**config.mk**
```make
export PLATFORM = sky130hd
export DESIGN_NAME = crv_ctrl
export DESIGN_NICKNAME = d
export VERILOG_FILES = /design/src/design/crv_pkg.sv /design/src/design/crv_ctrl.sv
export SDC_FILE = /design/constraint.sdc
export NUM_CORES = 1
export LEC_CHECK = 0
export CORE_AREA = 2 2 39 41
export CTS_BUF_LIST = sky130_fd_sc_hd__clkbuf_4 sky130_fd_sc_hd__clkbuf_8 sky130_fd_sc_hd__clkbuf_16
export DETAILED_ROUTE_END_ITERATION = 6
export DIE_AREA = 0 0 41 43
export DONT_BUFFER_PORTS = 1
export SLEW_MARGIN = 20
export SYNTH_ARGS = -nofsm -noshare
export SYNTH_HDL_FRONTEND = slang
export SYNTH_SLANG_ARGS = --single-unit
export TNS_END_PERCENT = 100
```
**constraint.sdc**
```tcl
create_clock -name clk -period 2.31 [get_ports clk]
set_clock_uncertainty 0.15 [all_clocks]
set_input_delay 0.462 -clock clk [delete_from_list [all_inputs] [get_ports clk]]
set_output_delay 0.462 -clock clk [all_outputs]
set_load 0.01 [all_outputs]
```
**src/design/crv_pkg.sv**
```systemverilog
`default_nettype none
package crv_pkg;

  localparam int SAMPLE_BITS = 24;
  localparam int EXT_BITS    = SAMPLE_BITS + 4;
  localparam int COMB_DEPTH  = 4096;
  localparam int AP_DEPTH    = 2048;
  localparam int NUM_COMBS   = 4;
  localparam int NUM_APS     = 2;
  localparam int COMB_AW     = $clog2(COMB_DEPTH);
  localparam int AP_AW       = $clog2(AP_DEPTH);

  localparam int COMB_LEN_BITS  = 12;
  localparam int AP_LEN_BITS    = 11;
  localparam int CFG_DATA_BITS  = 12;
  localparam int CFG_INDEX_BITS = 3;

  localparam int COMB_LEN_MAX = (COMB_DEPTH - 1 < 4095) ? COMB_DEPTH - 1 : 4095;
  localparam int AP_LEN_MAX   = (AP_DEPTH - 1 < 2047) ? AP_DEPTH - 1 : 2047;

  localparam logic [COMB_LEN_BITS-1:0] COMB_LEN_RST [NUM_COMBS] =
    '{12'd1116, 12'd1277, 12'd1422, 12'd1557};
  localparam logic [AP_LEN_BITS-1:0] AP_LEN_RST [NUM_APS] = '{11'd556, 11'd341};

  // Q0.16 coefficients.
  localparam logic [16:0] K_IN_GAIN  = 17'd11796;
  localparam logic [16:0] K_FEEDBACK = 17'd55050;

  localparam logic [CFG_INDEX_BITS-1:0] REG_COMB_A = 3'd0;
  localparam logic [CFG_INDEX_BITS-1:0] REG_COMB_B = 3'd1;
  localparam logic [CFG_INDEX_BITS-1:0] REG_COMB_C = 3'd2;
  localparam logic [CFG_INDEX_BITS-1:0] REG_COMB_D = 3'd3;
  localparam logic [CFG_INDEX_BITS-1:0] REG_AP_A   = 3'd4;
  localparam logic [CFG_INDEX_BITS-1:0] REG_AP_B   = 3'd5;

  typedef logic signed [SAMPLE_BITS-1:0] sample_t;
  typedef logic signed [EXT_BITS-1:0]    wide_t;

  typedef struct packed {
    logic load;
    logic damp;
    logic fb;
    logic comb_wr;
    logic ap_a;
    logic ap_b;
  } cmd_t;

  typedef struct packed {
    logic out_free;
  } stat_t;

  function automatic wide_t widen(sample_t a);
    return EXT_BITS'(a);
  endfunction

  function automatic sample_t sat(wide_t v);
    wide_t hi;
    wide_t lo;
    hi = {{(EXT_BITS-SAMPLE_BITS+1){1'b0}}, {(SAMPLE_BITS-1){1'b1}}};
    lo = {{(EXT_BITS-SAMPLE_BITS+1){1'b1}}, {(SAMPLE_BITS-1){1'b0}}};
    if (v > hi) begin
      return hi[SAMPLE_BITS-1:0];
    end else if (v < lo) begin
      return lo[SAMPLE_BITS-1:0];
    end
    return v[SAMPLE_BITS-1:0];
  endfunction

  // Product with a Q0.16 coefficient, rounded half up.
  function automatic wide_t qmul(sample_t a, logic [16:0] k);
    logic signed [SAMPLE_BITS+17:0] prod;
    prod = $signed({{18{a[SAMPLE_BITS-1]}}, a}) * $signed({{(SAMPLE_BITS+1){1'b0}}, k});
    prod = prod + (SAMPLE_BITS+18)'(32768);
    return EXT_BITS'(prod >>> 16);
  endfunction

  function automatic logic [COMB_AW-1:0] comb_eff(logic [COMB_LEN_BITS-1:0] v);
    if (v == '0) begin
      return COMB_AW'(1);
    end else if (32'(v) > COMB_LEN_MAX) begin
      return COMB_AW'(COMB_LEN_MAX);
    end
    return COMB_AW'(v);
  endfunction

  function automatic logic [AP_AW-1:0] ap_eff(logic [AP_LEN_BITS-1:0] v);
    if (v == '0) begin
      return AP_AW'(1);
    end else if (32'(v) > AP_LEN_MAX) begin
      return AP_AW'(AP_LEN_MAX);
    end
    return AP_AW'(v);
  endfunction

endpackage
`default_nettype wire

```
**src/design/crv_ctrl.sv**
```systemverilog
`default_nettype none
module crv_ctrl (
  input  wire logic           clk,
  input  wire logic           rst_n,
  input  wire logic           in_valid,
  output      logic           in_ready,
  input  wire crv_pkg::stat_t stat,
  output      crv_pkg::cmd_t  cmd
);

  typedef enum logic [5:0] {
    ST_IDLE = 6'b000001,
    ST_DAMP = 6'b000010,
    ST_FB   = 6'b000100,
    ST_CWR  = 6'b001000,
    ST_APA  = 6'b010000,
    ST_APB  = 6'b100000
  } state_t;

  state_t state_r;
  state_t state_nxt;

  always_comb begin
    state_nxt = state_r;
    cmd       = '0;
    case (state_r)
      ST_IDLE: begin
        if (in_valid) begin
          cmd.load  = 1'b1;
          state_nxt = ST_DAMP;
        end
      end
      ST_DAMP: begin
        cmd.damp  = 1'b1;
        state_nxt = ST_FB;
      end
      ST_FB: begin
        cmd.fb    = 1'b1;
        state_nxt = ST_CWR;
      end
      ST_CWR: begin
        cmd.comb_wr = 1'b1;
        state_nxt   = ST_APA;
      end
      ST_APA: begin
        cmd.ap_a  = 1'b1;
        state_nxt = ST_APB;
      end
      ST_APB: begin
        // The last section writes its line only once the output register can take the beat.
        if (stat.out_free) begin
          cmd.ap_b  = 1'b1;
          state_nxt = ST_IDLE;
        end
      end
      default: begin
        state_nxt = ST_IDLE;
      end
    endcase
  end

  always_ff @(posedge clk) begin
    if (!rst_n) begin
      state_r <= ST_IDLE;
    end else begin
      state_r <= state_nxt;
    end
  end

  assign in_ready = (state_r == ST_IDLE);

endmodule
`default_nettype wire

```
* Yosys cells after proc, flatten, opt, wreduce, memory -nomap -nowiden
Cells that the tools add are included.
Storage, ports and cells: memories kept 0, output and inout port bits 7, ROM bits 0, register bits 6, word-level logic and storage cells 21, bits in writable memories 0, latch bits 0, input bits 4
Cells by class: muxes and demuxes 11, reduce and logical (&&, ||, !) cells 1, multiply operators 0, magnitude comparators 0, shifts and indexed selects 0, bitwise operators 0, $add $sub $neg 0, divide/modulo/power cells 0, eq/ne operators 8
Operators with widths (number):
- one-hot mux 6 bit (6 select lines) | 1
- two-way mux 6 bit | 2
- two-way mux 1 bit | 8
- == test 6 x 1 -> 1 bit (second input constant) | 1
- == test 6 x 2 -> 1 bit (second input constant) | 1
- == test 6 x 3 -> 1 bit (second input constant) | 1
- == test 6 x 4 -> 1 bit (second input constant) | 1
- == test 6 x 5 -> 1 bit (second input constant) | 1
- == test 6 bit (second input constant) | 1
- inequality test 2 bit (second input constant) | 2
- AND reduction 2 bit | 1

* Longest topological paths before layout
word-level depth 3, mapped depth 5, mapped depth without buffers 4

* Worst setup path before layout
Ideal clock, no wire load.
kind flip-flop to output port, start register state_r[3], end output cmd[5] in the netlist's numbering, stages on the path, launching flop included 6, path buffers 1, setup slack 446 ps, arrival 1252 ps, cell sequence dfxtp_1 buf_6 or3_1 or2_1 inv_2 and2_1
RTL lines:
- start, declared | line crv_ctrl.sv:20 | state_t state_r;
- start signal, assigned | line crv_ctrl.sv:66 | state_r <= state_nxt;
- end, declared | line crv_ctrl.sv:8 | output crv_pkg::cmd_t cmd

==> results.ini <==
[final_layout]
area_delta_synth_final_pct=7.924
nFillCells=156
multiInputGateArea_um2=183.9
diodes=0
regMostFlops=state_r
drive_above_1_share=0.1000
reg_top3=state_r (6)
largest_register_ff_count=6
num-nets-final=46
regArea_um2=120.1

[global_routing]
track_usage=0.1036
grt_pass1_wl_um=1090
grt-ovfl-total=0
grt_max_degree=9
first_global_vias=251
antenna_found_initial=0

[clock_tree]
clock_path_buffers=2
holdBufCountCts=0
numCtsBuffers=3
clock_latency_ns=0.24
cts_tree=done
cts_resized=0
post_cts_buffers=0
root_buffer=clkbuf_4
htreeDepth=1
cts_sinks=6
clk_pin_slew_ns=0.04

[detailed_routing]
drt-pass1-iter-count=2
drc=0
vias=283
routed_wl_um=678
wl_per_cell_um=12.11
antenna_left=0
viasPerCell=5.054
drtIter0Drc=3

[worst_setup_path]
cp.required_ns=1.70
crit_buf_inv=1
cpMaxStageDelayCell=dfxtp_1
cp_slowest_stage_delay_ns=0.42
r2r-start=state_r[0]
critPathMaxFanout=7
arrival_ns=1.57
worstRegToRegCells=3
reg2reg_to=state_r[0]
r2r_slack_ns=0.78
cp-end-kind=primary output
crit_chain=or3b_1 > or2_1 > inv_2 > and2_1
critPathKind=flip-flop to primary output
start_kind=flip-flop
cp_top_family=simple AND/OR/NAND/NOR gates

[hold_path]
hp-start=rst_n
hold_class=input port to flip-flop
worstHoldEndpoint=state_r[2]
holdPathStages=1

[pwr]
p_leak_uw=0.0001754
peakVddDrop_uv=242.6
power_density_nw_per_um2=751.7

[timing]
hold_violations=0
timing.fmax_mhz=458.4
period_share=0.9445
slew_headroom=0.7926
period_needed_ns=2.182
tns_ns=0
tightest_slew_ns=0.3083
final_max_slew_viol_count=0
rsz0062_at_grt=false
finalSetupViolCount=0
fin_hold_ws_ns=0.1954

[floorplanning]
die-height_um=43
start_util=0.2396
std_cell_rows=14
die_w_um=41
placeableCoreArea_um2=1384
die-area_um2=1763
io_pins=11

[yosys]
synth_area_leaders=dfxtp_1 36%, and3_1 7.5%, nor3b_1 4.5%, and2_1 3.8%, nor4_1 3.8%
ys_ff_latch=6
netlist_top_cells_count=6 x dfxtp_1, 4 x and3_1
syn_area_um2=331.6
synth-edff-count=0
yosysMostFrequentCell=dfxtp_1
ys.flop_type=dfxtp_1
ys_seq_area_frac=0.3623
yosysTopAreaCellShare=0.3623
synthCells=39
syn_nets=43
yosys.area.top_type=dfxtp_1
syn_avg_cell_area_um2=8.502
synthDistinctLibCells=25
yosysWarnings=0
async_reset_ff_frac=0

[placement]
port_buffers=0
routabilityCongestion=0.6720
hpwl_um=536.7

[run_status]
status=completed

[job]
maxCapViolations=0

## through the flow
stage                     setup slack (ns)  power, µW  cells  instance area, µm²  utilization
after floorplan                     0.4463      167.6     39               331.6            -
after global placement              0.4074      176.7     53               335.3       0.2423
after detailed placement            0.3987      176.9     53               335.3       0.2423
after CTS                           0.1223      273.1     56               357.8       0.2586
after global routing               0.03789      291.5     56               357.8       0.2586
final                               0.1283      269.0     56               357.8       0.2586
## power by group
part	total (µW)	internal, µW	leakage (µW)	switching [µW]
Sequential	124	112	0.0000490	12.0
Combinational	51.9	23.2	0.000113	28.7
Clock	93.1	58.5	0.0000138	34.6
Total	269	194	0.000175	75.2
## cell usage in the layout, fill, tap and decap left out, types with 2 or more instances in the layout
cell	n
dfxtp_1	6
clkbuf_4	3
and3_1	4
inv_1	2
nor4_1	2
nor3_1	2
nor3b_1	2
and2_1	2
nor2_1	2
## worst max path at each step
stage / startpoint / end / cells after the start
detailed placement: state_r[0] / cmd[5] / 4
global route: state_r[0] / cmd[5] / 4
global placement: state_r[0] / cmd[5] / 4
floorplan: state_r[3] / cmd[5] / 5
CTS: state_r[0] / cmd[5] / 4
finish: state_r[0] / cmd[5] / 4
## final cells by class
| cell class | count | share of cell area |
|---|---|---|
| inverters | 3 | 0.03147 |
| clock buffers | 3 | 0.06294 |
| flip-flops and latches | 6 | 0.3357 |
| multi-input cells | 28 | 0.5140 |
| well taps | 16 | 0.05594 |
## cell families after synthesis
| group | count (synthesis) | share of synthesized area |
|---|---|---|
| AO/OA/AOI/OAI | 6 | 0.1207 |
| buffers and inverters | 5 | 0.08300 |
| flip-flops | 6 | 0.3623 |
| AND/OR/NAND/NOR | 21 | 0.4075 |
| XOR/XNOR | 1 | 0.02642 |
## layer usage
metal	up-vias	global-route usage	part of all wire	wire, µm
li1	144	-	-	-
met1	129	0.1003	0.43	291
met2	6	0.1281	0.47	320
met3	4	0.08377	0.062	42
met4	0	0.1000	0.035	24
met5	-	0	0	0
No activity file was read; power rests on OpenSTA's default activity.
